===== src/hdl/gtdu_pkg.sv =====
`timescale 1ns / 1ps

package gtdu_pkg;

  localparam int PIX_W     = 8;
  localparam int LANES     = 8;
  localparam int SCALE     = 3;
  localparam int BITS_W    = LANES * SCALE;
  localparam int ADDR_W    = 14;
  localparam int ORG_ROW_W = 6;
  localparam int ORG_BYT_W = 5;
  localparam int CFG_IDX_W = 4;
  localparam int CFG_DAT_W = 8;
  localparam int K_W       = 2;

  localparam logic [K_W-1:0] K_LAST = K_W'(SCALE - 1);

  localparam logic [PIX_W-1:0] MASK_EVEN = 8'h55;
  localparam logic [PIX_W-1:0] MASK_ODD  = 8'hAA;

  localparam logic [PIX_W-1:0]     DARK_RST    = 8'd0;
  localparam logic [PIX_W-1:0]     LIGHT_RST   = 8'd255;
  localparam logic [ORG_ROW_W-1:0] ORG_ROW_RST = 6'd24;
  localparam logic [ORG_BYT_W-1:0] ORG_BYT_RST = 5'd7;

  typedef enum logic [CFG_IDX_W-1:0] {
    REG_DARK_LEVEL  = 4'd0,
    REG_LIGHT_LEVEL = 4'd1,
    REG_ORIGIN_ROW  = 4'd2,
    REG_ORIGIN_BYTE = 4'd3
  } cfg_reg_t;

  typedef struct packed {
    logic [PIX_W-1:0] pix_0;
    logic [PIX_W-1:0] pix_1;
    logic [PIX_W-1:0] pix_2;
    logic [PIX_W-1:0] pix_3;
    logic [PIX_W-1:0] pix_4;
    logic [PIX_W-1:0] pix_5;
    logic [PIX_W-1:0] pix_6;
    logic [PIX_W-1:0] pix_7;
  } in_item_t;

  typedef struct packed {
    logic [ADDR_W-1:0] write_address;
    logic [BITS_W-1:0] write_bits;
    logic              group_done;
  } out_item_t;

  typedef struct packed {
    logic [PIX_W-1:0] t_high;
    logic [PIX_W-1:0] t_low;
  } thresh_t;

endpackage


===== src/hdl/gray_threshold_dither_upscale_core.sv =====
`timescale 1ns / 1ps
// After an input transfer, the first of three row writes passes through the stage
// register and then the output register before it is valid.
// The output register sends one row write per cycle while out_ready is high; while it
// sends the three row writes of a group, the next group waits in a stage register.
// Reset (rst_n low at a clock edge) empties the pipeline, zeroes the column and row
// counters and returns the level and origin registers to their default values.
module gray_threshold_dither_upscale_core #(
  parameter int ROW_BYTES  = 52,
  parameter int SRC_WIDTH  = 96,
  parameter int SRC_HEIGHT = 64
) (
  input  logic                           clk,
  input  logic                           rst_n,
  input  logic                           in_valid,
  output logic                           in_ready,
  input  gtdu_pkg::in_item_t             in_data,
  output logic                           out_valid,
  input  logic                           out_ready,
  output gtdu_pkg::out_item_t            out_data,
  input  logic                           cfg_valid,
  output logic                           cfg_ready,
  input  logic [gtdu_pkg::CFG_IDX_W-1:0] cfg_index,
  input  logic [gtdu_pkg::CFG_DAT_W-1:0] cfg_data
);
  import gtdu_pkg::*;

  localparam int GROUPS = SRC_WIDTH / 8;
  localparam int COL_W  = (GROUPS > 1) ? $clog2(GROUPS) : 1;
  localparam int SROW_W = (SRC_HEIGHT > 1) ? $clog2(SRC_HEIGHT) : 1;

  logic [PIX_W-1:0]     dark_r, light_r;
  logic [ORG_ROW_W-1:0] org_row_r;
  logic [ORG_BYT_W-1:0] org_byte_r;
  logic [COL_W-1:0]     col_r, col_nxt;
  logic [SROW_W-1:0]    srow_r, srow_nxt;
  logic                 in_fire;
  thresh_t              thr;
  logic [PIX_W-1:0]     pix_a [LANES];
  logic [PIX_W-1:0]     mask;
  logic [BITS_W-1:0]    bits;
  logic [ADDR_W-1:0]    row_sum;
  logic [ADDR_W-1:0]    col3;
  logic [ADDR_W-1:0]    base_addr;

  assign cfg_ready = 1'b1;
  assign in_fire   = in_valid && in_ready;

  always_ff @(posedge clk) begin
    if (!rst_n) begin
      dark_r     <= DARK_RST;
      light_r    <= LIGHT_RST;
      org_row_r  <= ORG_ROW_RST;
      org_byte_r <= ORG_BYT_RST;
    end else if (cfg_valid) begin
      case (cfg_index)
        REG_DARK_LEVEL:  dark_r     <= cfg_data;
        REG_LIGHT_LEVEL: light_r    <= cfg_data;
        REG_ORIGIN_ROW:  org_row_r  <= cfg_data[ORG_ROW_W-1:0];
        REG_ORIGIN_BYTE: org_byte_r <= cfg_data[ORG_BYT_W-1:0];
        default: ;
      endcase
    end
  end

  always_comb begin
    col_nxt  = col_r;
    srow_nxt = srow_r;
    if (in_fire) begin
      if (col_r == COL_W'(GROUPS - 1)) begin
        col_nxt  = '0;
        srow_nxt = (srow_r == SROW_W'(SRC_HEIGHT - 1)) ? '0 : srow_r + SROW_W'(1);
      end else begin
        col_nxt = col_r + COL_W'(1);
      end
    end
  end

  always_ff @(posedge clk) begin
    if (!rst_n) begin
      col_r  <= '0;
      srow_r <= '0;
    end else begin
      col_r  <= col_nxt;
      srow_r <= srow_nxt;
    end
  end

  gtdu_thresh u_thresh (
    .dark_level  (dark_r),
    .light_level (light_r),
    .thr         (thr)
  );

  assign pix_a[0] = in_data.pix_0;
  assign pix_a[1] = in_data.pix_1;
  assign pix_a[2] = in_data.pix_2;
  assign pix_a[3] = in_data.pix_3;
  assign pix_a[4] = in_data.pix_4;
  assign pix_a[5] = in_data.pix_5;
  assign pix_a[6] = in_data.pix_6;
  assign pix_a[7] = in_data.pix_7;

  assign mask = srow_r[0] ? MASK_ODD : MASK_EVEN;

  // Pixel 0 is the leftmost and lands in the most significant bits.
  for (genvar i = 0; i < LANES; i++) begin : g_lane
    gtdu_lane u_lane (
      .pix      (pix_a[i]),
      .thr      (thr),
      .mask_bit (mask[LANES-1-i]),
      .white    (bits[BITS_W-1-SCALE*i -: SCALE])
    );
  end

  // Address arithmetic wraps at the address width, as the framebuffer does.
  always_comb begin
    row_sum   = ADDR_W'(org_row_r) + ADDR_W'(srow_r) + (ADDR_W'(srow_r) << 1);
    col3      = ADDR_W'(col_r) + (ADDR_W'(col_r) << 1);
    base_addr = ADDR_W'(row_sum * ADDR_W'(ROW_BYTES)) + ADDR_W'(org_byte_r) + col3;
  end

  gtdu_emit #(
    .ROW_BYTES (ROW_BYTES)
  ) u_emit (
    .clk        (clk),
    .rst_n      (rst_n),
    .item_valid (in_valid),
    .item_ready (in_ready),
    .item_bits  (bits),
    .item_addr  (base_addr),
    .out_valid  (out_valid),
    .out_ready  (out_ready),
    .out_data   (out_data)
  );

endmodule


===== src/hdl/gtdu_thresh.sv =====
`timescale 1ns / 1ps

module gtdu_thresh (
  input  logic [gtdu_pkg::PIX_W-1:0] dark_level,
  input  logic [gtdu_pkg::PIX_W-1:0] light_level,
  output gtdu_pkg::thresh_t          thr
);
  import gtdu_pkg::*;

  logic             neg;
  logic [PIX_W-1:0] mag;
  logic [PIX_W+1:0] mag3;
  logic [PIX_W+2:0] mag5;
  logic [PIX_W-1:0] q3;
  logic [PIX_W-1:0] q5;

  // Truncation toward zero: divide the magnitude, then apply the sign.
  always_comb begin
    neg  = light_level < dark_level;
    mag  = neg ? (dark_level - light_level) : (light_level - dark_level);
    mag3 = {2'b00, mag} + {1'b0, mag, 1'b0};
    mag5 = {3'b000, mag} + {1'b0, mag, 2'b00};
    q3   = PIX_W'(mag3 >> 3);
    q5   = PIX_W'(mag5 >> 3);
    thr.t_low  = neg ? (dark_level - q3) : (dark_level + q3);
    thr.t_high = neg ? (dark_level - q5) : (dark_level + q5);
  end

endmodule


===== src/hdl/gtdu_lane.sv =====
`timescale 1ns / 1ps

module gtdu_lane (
  input  logic [gtdu_pkg::PIX_W-1:0] pix,
  input  gtdu_pkg::thresh_t          thr,
  input  logic                       mask_bit,
  output logic [gtdu_pkg::SCALE-1:0] white
);
  import gtdu_pkg::*;

  logic on;

  always_comb begin
    on    = (pix >= thr.t_high) || ((pix >= thr.t_low) && mask_bit);
    white = {SCALE{~on}};
  end

endmodule


===== src/hdl/gtdu_emit.sv =====
`timescale 1ns / 1ps

module gtdu_emit #(
  parameter int ROW_BYTES = 52
) (
  input  logic                        clk,
  input  logic                        rst_n,
  input  logic                        item_valid,
  output logic                        item_ready,
  input  logic [gtdu_pkg::BITS_W-1:0] item_bits,
  input  logic [gtdu_pkg::ADDR_W-1:0] item_addr,
  output logic                        out_valid,
  input  logic                        out_ready,
  output gtdu_pkg::out_item_t         out_data
);
  import gtdu_pkg::*;

  logic              stage_valid_r, stage_valid_nxt;
  logic [BITS_W-1:0] stage_bits_r;
  logic [ADDR_W-1:0] stage_addr_r;
  logic              out_valid_r, out_valid_nxt;
  logic [K_W-1:0]    k_r, k_nxt;
  logic [BITS_W-1:0] bits_r;
  logic [ADDR_W-1:0] addr_r, addr_nxt;
  logic              out_fire;
  logic              last_fire;
  logic              load_out;
  logic              in_fire;

  // The stage register holds the next group while the output register is
  // still sending the three row writes of the previous one.
  always_comb begin
    out_fire   = out_valid_r && out_ready;
    last_fire  = out_fire && (k_r == K_LAST);
    load_out   = stage_valid_r && (!out_valid_r || last_fire);
    item_ready = !stage_valid_r || load_out;
    in_fire    = item_valid && item_ready;

    stage_valid_nxt = stage_valid_r;
    if (in_fire) begin
      stage_valid_nxt = 1'b1;
    end else if (load_out) begin
      stage_valid_nxt = 1'b0;
    end

    out_valid_nxt = out_valid_r;
    k_nxt         = k_r;
    addr_nxt      = addr_r;
    if (load_out) begin
      out_valid_nxt = 1'b1;
      k_nxt         = '0;
      addr_nxt      = stage_addr_r;
    end else if (out_fire) begin
      if (k_r == K_LAST) begin
        out_valid_nxt = 1'b0;
      end
      k_nxt    = k_r + K_W'(1);
      addr_nxt = addr_r + ADDR_W'(ROW_BYTES);
    end
  end

  always_ff @(posedge clk) begin
    if (!rst_n) begin
      stage_valid_r <= 1'b0;
      out_valid_r   <= 1'b0;
      k_r           <= '0;
    end else begin
      stage_valid_r <= stage_valid_nxt;
      out_valid_r   <= out_valid_nxt;
      k_r           <= k_nxt;
    end
  end

  always_ff @(posedge clk) begin
    if (in_fire) begin
      stage_bits_r <= item_bits;
      stage_addr_r <= item_addr;
    end
    if (load_out) begin
      bits_r <= stage_bits_r;
    end
    addr_r <= addr_nxt;
  end

  assign out_valid              = out_valid_r;
  assign out_data.write_address = addr_r;
  assign out_data.write_bits    = bits_r;
  assign out_data.group_done    = (k_r == K_LAST);

endmodule


===== config.mk =====
export PLATFORM = sky130hd
export DESIGN_NAME = gray_threshold_dither_upscale_core
export DESIGN_NICKNAME = d
export VERILOG_FILES = /design/src/hdl/gtdu_pkg.sv /design/src/hdl/gray_threshold_dither_upscale_core.sv /design/src/hdl/gtdu_thresh.sv /design/src/hdl/gtdu_lane.sv /design/src/hdl/gtdu_emit.sv
export SDC_FILE = /design/constraint.sdc
export NUM_CORES = 1
export LEC_CHECK = 0
export BUFFER_PORTS_ARGS = -buffer_cell sky130_fd_sc_hd__buf_2
export CORE_ASPECT_RATIO = 0.6
export CORE_MARGIN = 1.5
export CORE_UTILIZATION = 40
export CTS_CLUSTER_SIZE = 25
export DETAILED_ROUTE_END_ITERATION = 10
export SLEW_MARGIN = 20
export SYNTH_ARGS = -nofsm -noshare
export SYNTH_HDL_FRONTEND = slang
export SYNTH_SLANG_ARGS = --single-unit

===== constraint.sdc =====
create_clock -name clk -period 17.8 [get_ports clk]
set_input_delay 0.89 -clock clk [delete_from_list [all_inputs] [get_ports clk]]
set_output_delay 0.89 -clock clk [all_outputs]
set_load 0.02 [all_outputs]

# --- Yosys cells after proc, flatten, opt, wreduce, memory -nomap -nowiden ---
# Cells that the tools add are included.
classes:
  n_bitwise: 9
  n_lt_le_gt_ge: 17
  addsub: 17
  mul: 1
  n_eq_ne: 6
  reduce_logical: 35
  mux: 13
ops:
  columns: ["op", "count"]
  rows:
  - ["greater-or-equal comparator 8 bit", 16]
  - ["2-to-1 mux 8 bit", 4]
  - ["2-to-1 mux 14 bit", 2]
  - ["subtractor 8 bit", 3]
  - ["adder 14 x 5 -> 14 bit", 1]
  - ["adder 14 x 6 -> 14 bit", 1]
  - ["adder 14 x 6 -> 14 bit, second input constant", 1]
  - ["logical AND 1 bit", 12]
  - ["multiplier 8 x 4 -> 12 bit, second input constant", 1]
  - ["AND reduction 2 bit", 6]
  - ["adder 8 x 10 -> 11 bit", 1]
  - ["adder 8 x 9 -> 10 bit", 1]
  - ["logical OR 1 bit", 10]
  - ["inverter 1 bit", 9]
  - ["adder 7 x 7 -> 8 bit", 1]
  - ["adder 8 x 7 -> 8 bit", 1]
  - ["adder 8 bit", 1]
  - ["equality test 4 x 2 -> 1 bit, second input constant", 2]
  - ["less-than comparator 8 bit", 1]
  - ["subtractor 8 x 7 -> 8 bit", 1]
  - ["adder 6 x 6 -> 7 bit", 1]
  - ["adder 4 x 5 -> 6 bit", 1]
  - ["adder 6 x 1 -> 6 bit, second input constant", 1]
  - ["equality test 6 bit, second input constant", 1]
  - ["other kinds (12)", 19]
word_totals:
  wordCells: 111
  output_inout_bits: 42
  reg_bits: 113

# --- Longest topological paths before layout ---
depth:
  ltp_word: 9
  ltp_mapped: 35

# --- By module ---
# Synthesis repeated with hierarchy kept, for this count alone.
unflattened:
  cells_unflattened: 1178
  area_unflattened_um2: 11134.4
modules_own_cells:
  columns: ["mod", "instances", "area_per_inst_um2", "cells_per_inst", "seq_area_each_um2"]
  rows:
  - ["gtdu_lane", 8, 399.1, 54, 0.0]
  - ["gray_threshold_dither_upscale_core", 1, 2921.6, 310, 740.7]
  - ["gtdu_emit", 1, 2836.5, 154, 2362.3]
  - ["gtdu_thresh", 1, 2183.3, 282, 0.0]

# --- Worst setup path after synthesis ---
# OpenSTA, ideal clock, no wires.
synth_path:
  path_kind: "register to register"
  start: "register dark_r[1]"
  end: "register u_emit.stage_bits_r[20], data pin"
  required_time_ns: 17.632
  synth_period_minus_slack_ns: 6.850
  path_slack_ns: 10.950
  setup_ns: 0.168
  arrival_time_ns: 6.682
  stages_incl_launch_ff: 34
  cell_sequence: "dfxtp_1 > inv_1 > fa_1 > a211oi_1 > or3_1 > buf_2 > nand2_1 > clkbuf_1 > nand2_1 > nand2_1 > ha_1 > nor2b_1 > nand2_1 > nor3_1 > a311oi_1 > or4_4 > a21oi_2 > nor3_1 > or2_2 > nand2_1 > nand2_1 > xor2_1 > ha_1 > inv_1 > o21bai_1 > xnor2_1 > ha_1 > nor2b_1 > o21ai_0 > nand2b_1 > maj3_1 > nor2_1 > o41ai_2 > a221oi_2"
synth_via:
  elab_chain_len: 9
  elab_cells_between_ends: 17
synth_rtl:
  columns: ["item", "line_no", "text"]
  rows:
  - ["from (decl)", "gray_threshold_dither_upscale_core.sv:32", "logic [PIX_W-1:0] dark_r, light_r;"]
  - ["from (signal assigned)", "gray_threshold_dither_upscale_core.sv:57", "REG_DARK_LEVEL: dark_r <= cfg_data;"]
  - ["subtractor 8 bit / less-than comparator 8 bit (equally long branches)", "gtdu_thresh.sv:20, gtdu_thresh.sv:19", null]
  - ["2-to-1 mux 8 bit", "gtdu_thresh.sv:20", "mag = neg ? (dark_level - light_level) : (light_level - dark_level);"]
  - ["adder 8 x 9 -> 10 bit", "gtdu_thresh.sv:21", "mag3 = {2'b00, mag} + {1'b0, mag, 1'b0};"]
  - ["adder 8 x 7 -> 8 bit / subtractor 8 x 7 -> 8 bit (equally long branches)", "gtdu_thresh.sv:25", "thr.t_low = neg ? (dark_level - q3) : (dark_level + q3);"]
  - ["2-to-1 mux 8 bit", "gtdu_thresh.sv:25", null]
  - ["greater-or-equal comparator 8 bit", "gtdu_lane.sv:14", "on = (pix >= thr.t_high) || ((pix >= thr.t_low) && mask_bit);"]
  - ["logical AND 1 bit", "gtdu_lane.sv:14", null]
  - ["logical OR 1 bit *", "gtdu_lane.sv:14", null]
  - ["inverter 1 bit *", "gtdu_lane.sv:15", "white = {SCALE{~on}};"]
  - ["via bits[18]", "gray_threshold_dither_upscale_core.sv:41", "logic [BITS_W-1:0] bits;"]
  - ["to (signal assigned)", "gtdu_emit.sv:76", "stage_bits_r <= item_bits;"]
  - ["to (decl)", "gtdu_emit.sv:19", "logic [BITS_W-1:0] stage_bits_r;"]
# Mark *: on every way through the listed nets, which the timed path passes. The rest lies on a longest branch.
# A chain may end at the register's enable or synchronous reset.

# --- Final worst setup path ---
# Same ends and word-level chain as after synthesis.

==> flow_metrics.env <==
export IMPL_gr_total_overflow=0
export IMPL_route_final_wire_length_um=22210
export IMPL_final_instance_count_excl_fill=1461
export IMPL_cell_with_the_biggest_individual_delay_on_the_critical_path="sky130_fd_sc_hd__xor2_1"
export IMPL_post_route_util_pct=45.56
export IMPL_initial_antenna_violation_count=1
export IMPL_buffer_ports_inserted=121
export IMPL_setup_bufs_post_cts=0
export IMPL_critical_path_max_fanout=18
export IMPL_transition_time_of_the_tightest_slew_check_pin_ps=976.4
export IMPL_ir_worst_vdd_uv=48.41
export IMPL_reg_clk_slew_reported_paths_ps=70
export IMPL_largest_family_of_logic_cells_by_synthesized_area="adder cells"
export IMPL_synth_async_sr_flop_share_pct=0
export IMPL_r2r_cells=29
export IMPL_worstSetupStartpointType="flip-flop"
export IMPL_nFillCells=2258
export IMPL_synthSimpleGateAreaFrac_pct=14.75
export IMPL_die_area_mm2=0.02441
export IMPL_globalplace_congestion=0.8986
export IMPL_ctsLongestPathBuffers=2
export IMPL_die_boundary_width_um=200.7
export IMPL_critical_path_n_buffers_inverters=1
export IMPL_synth_top_cells_by_area="sky130_fd_sc_hd__ha_1 25%, sky130_fd_sc_hd__edfxtp_1 14%, sky130_fd_sc_hd__dfxtp_1 8.7%"
export IMPL_nets=1433
export IMPL_design_core_area_mm2=0.02308
export IMPL_ant_nets=0
export IMPL_worstHoldStart="u_emit.stage_bits_r[14]$_DFFE_PP_"
export IMPL_placedCellCount=1445
export IMPL_holdCritPathClass="reg -> reg"
export IMPL_timing_rr_end="u_emit.stage_bits_r[20]$_DFFE_PP_"
export IMPL_synth_enable_flop_cells=44
export IMPL_io_pins=123
export IMPL_count_of_mapped_cells_out_of_synthesis=1040
export IMPL_critical_path_reg2reg_startpoint="dark_r[1]$_SDFFE_PN0P_"
export IMPL_dieHeight_um=121.6
export IMPL_mappedNetlistArea_mm2=0.009381
export IMPL_worst_ep_required_time_ps=17980
export IMPL_peak_freq_ghz=0.1254
export IMPL_synth_fa_ha_area_share_pct=30.30
export IMPL_timing_setup_critical_path_class="reg -> reg"
export IMPL_highest_layer="met5"
export IMPL_power_per_cell_area_mw_per_mm2=75.93
export IMPL_drive_above_1_share_pct=13.79
export IMPL_m1WireLength_um=12620
export IMPL_min_path_cells=0
export IMPL_grtUsageTotal_pct=18.61
export IMPL_synthFlopType="sky130_fd_sc_hd__edfxtp_1"
export IMPL_quantity_of_hold_fixing_buffers_added_after_cts=0
export IMPL_hpwl_um=18670
export IMPL_count_of_antenna_diodes_in_the_layout=0
export IMPL_period_minus_slack_ps=7975
export IMPL_max_slew_margin_rel_pct=34.44
export IMPL_met3_wirelength_um=1426
export IMPL_hold_vio_cnt_final=0
export IMPL_mostFrequentLayoutCell="sky130_fd_sc_hd__ha_1"
export IMPL_worst_hold_slack_ps=421.0
export IMPL_cts_repair_resize_count=0
export IMPL_grt_max_degree=38
export IMPL_dr_pass1_iters=5
export IMPL_vias_per_std_cell=5.166
export IMPL_setup_viol_count_final=0
export IMPL_leakage_nw=5.070
export IMPL_muxShareOfSynthArea_pct=2.787
export IMPL_timing_clock_skew_ps=7.895
export IMPL_holdPathEnd="u_emit.bits_r[14]$_DFFE_PP_"
export IMPL_postLayoutSetupSlackWorst_ps=9825
export IMPL_syn_avg_cell_area_um2=9.021
export IMPL_cts_sinks=85
export IMPL_tritoncts_num_buffers=9
export IMPL_wire_length_per_cell_um=15.20
export IMPL_cts_root_buf="sky130_fd_sc_hd__clkbuf_16"
export IMPL_first_global_vias=6916
export IMPL_worstSetupEndpointType="flip-flop"
export IMPL_synth_sequential_area_ratio_pct=22.83
export IMPL_setup_total_negative_slack_ps=0
export IMPL_netlist_area_leader_share_pct=25.07
export IMPL_synth_cell_types=62
export IMPL_via_count=7548
export IMPL_post_place_ws_ps=9948
export IMPL_synth_compound_area_share_pct=16.86
export IMPL_htree_levels=3
export IMPL_synth_nets=1332
export IMPL_drtIter0Drc=457
export IMPL_synth_yosys_warnings=0
export IMPL_reg2reg_setup_slack_ps=9820
export IMPL_clk_latency_ps=350
export IMPL_drc_errors=0
export IMPL_post_synth_xor_area_fraction_pct=6.909
export IMPL_post_route_period_util_pct=44.80
export IMPL_rows=43
export IMPL_number_of_maximum_capacitance_violations=0
export IMPL_cts_tree="done"
export IMPL_critical_path_top_delay_family="simple AND/OR/NAND/NOR gates"
export IMPL_slew_viol_final=0
export IMPL_routed_wl_met2_um=8019
export IMPL_arrival_ps=8160
export IMPL_rsz0062_at_grt="false"
export IMPL_run_status="finished clean"
export IMPL_critPathMaxStageDelay_ps=670
export IMPL_crit_top_cell="sky130_fd_sc_hd__nand2_1"
export IMPL_grt_first_pass_wirelength_um=36140
export IMPL_ys_seq_elements=85
export IMPL_mostFrequentLayoutCells="188 x sky130_fd_sc_hd__ha_1, 121 x sky130_fd_sc_hd__buf_2, 85 x sky130_fd_sc_hd__inv_1"
export IMPL_most_area_hungry_cell_type_in_the_yosys_netlist="sky130_fd_sc_hd__ha_1"
export IMPL_area_growth_pct=12.08
export IMPL_floorplan_initialDensity_pct=40.65
[worst reg2reg max path: cells and delay by family (launching register included)]
| family | cells | cell delay (ps) |
|---|---|---|
| AO/OA/AOI/OAI | 9 | 1730 |
| AND/OR/NAND/NOR | 12 | 2670 |
| buffers and inverters | 1 | 200 |
| flip-flops | 1 | 470 |
| adder cells (fa/ha/maj) | 5 | 1830 |
| XOR/XNOR | 2 | 910 |
[kinds of logic after synthesis]
logic type,Yosys count
buffers and inverters,120
flip-flops,85
XOR/XNOR,74
AND/OR/NAND/NOR,271
adder cells (fa/ha/maj),214
AO/OA/AOI/OAI,249
other,1
multiplexers,26
[power by group]
group	switching, mW	internal (mW)
clock network	0.0869	0.0980
registers	0.00863	0.227
logic	0.220	0.158
total	0.315	0.483
[cells in the mapped netlist, types with 35 or more instances]
library cell / n
sky130_fd_sc_hd__ha_1: 188
sky130_fd_sc_hd__inv_1: 85
sky130_fd_sc_hd__a21o_1: 38
sky130_fd_sc_hd__edfxtp_1: 44
sky130_fd_sc_hd__dfxtp_1: 41
sky130_fd_sc_hd__o21ai_0: 59
sky130_fd_sc_hd__nand2b_1: 35
sky130_fd_sc_hd__nor2_1: 53
sky130_fd_sc_hd__nor2b_1: 40
sky130_fd_sc_hd__a21oi_1: 76
sky130_fd_sc_hd__xnor2_1: 45
sky130_fd_sc_hd__nand2_1: 79
[layout make-up]
| class | count | area, um^2 | share of cell area (%) |
|---|---|---|---|
| Multi-Input combinational cell | 835 | 6734 | 64.04 |
| Sequential cell | 85 | 2142 | 20.37 |
| Timing Repair Buffer | 125 | 635.6 | 6.045 |
| Tap cell | 315 | 394.1 | 3.748 |
| Inverter | 85 | 319.1 | 3.034 |
| Clock buffer | 9 | 225.2 | 2.142 |
| Clock inverter | 7 | 65.06 | 0.6188 |
[worst max path at each step]
| stage | from | to | slack, ps | depth (start not counted) |
|---|---|---|---|---|
| finish | dark_r[1]$_SDFFE_PN0P_ | u_emit.stage_bits_r[20]$_DFFE_PP_ | 9820 | 29 |
| global route | dark_r[1]$_SDFFE_PN0P_ | u_emit.stage_bits_r[20]$_DFFE_PP_ | 9120 | 29 |
| CTS | dark_r[1]$_SDFFE_PN0P_ | u_emit.stage_bits_r[20]$_DFFE_PP_ | 9920 | 29 |
| detailed placement | dark_r[1]$_SDFFE_PN0P_ | u_emit.stage_bits_r[20]$_DFFE_PP_ | 9950 | 29 |
| global placement | dark_r[1]$_SDFFE_PN0P_ | u_emit.stage_bits_r[20]$_DFFE_PP_ | 10130 | 29 |
| floorplan | dark_r[1]$_SDFFE_PN0P_ | u_emit.stage_bits_r[20]$_DFFE_PP_ | 10950 | 33 |
[state kept, by name (all words and copies together), names as in the netlist]
| register | count |
|---|---|
| col_r | 4 |
| srow_r | 6 |
| u_emit.stage_valid_r | 1 |
| u_emit.out_valid | 1 |
| org_row_r | 6 |
| u_emit.bits_r | 8 |
| dark_r | 8 |
| u_emit.addr_r | 14 |
| u_emit.k_r | 2 |
| org_byte_r | 5 |
| u_emit.stage_bits_r | 8 |
| light_r | 8 |
| u_emit.stage_addr_r | 14 |
[per-stage QoR]
step           instance area (um^2)  total power [mW]
2_1_floorplan                  9382            0.5184
3_3_place_gp                  10220            0.6039
3_5_place_dp                  10220            0.6161
4_1_cts                       10510            0.8042
5_1_grt                       10520            0.8733
6_report                      10520            0.7984
[layer usage]
metal / vias to the layer above / GRT usage, %
met4: 2 / 2.632
met3: 12 / 2.970
met5: - / 0
li1: 3872 / -
met1: 3430 / 30.89
met2: 232 / 24.65
Note: power is estimated with default switching activity, not from simulation.
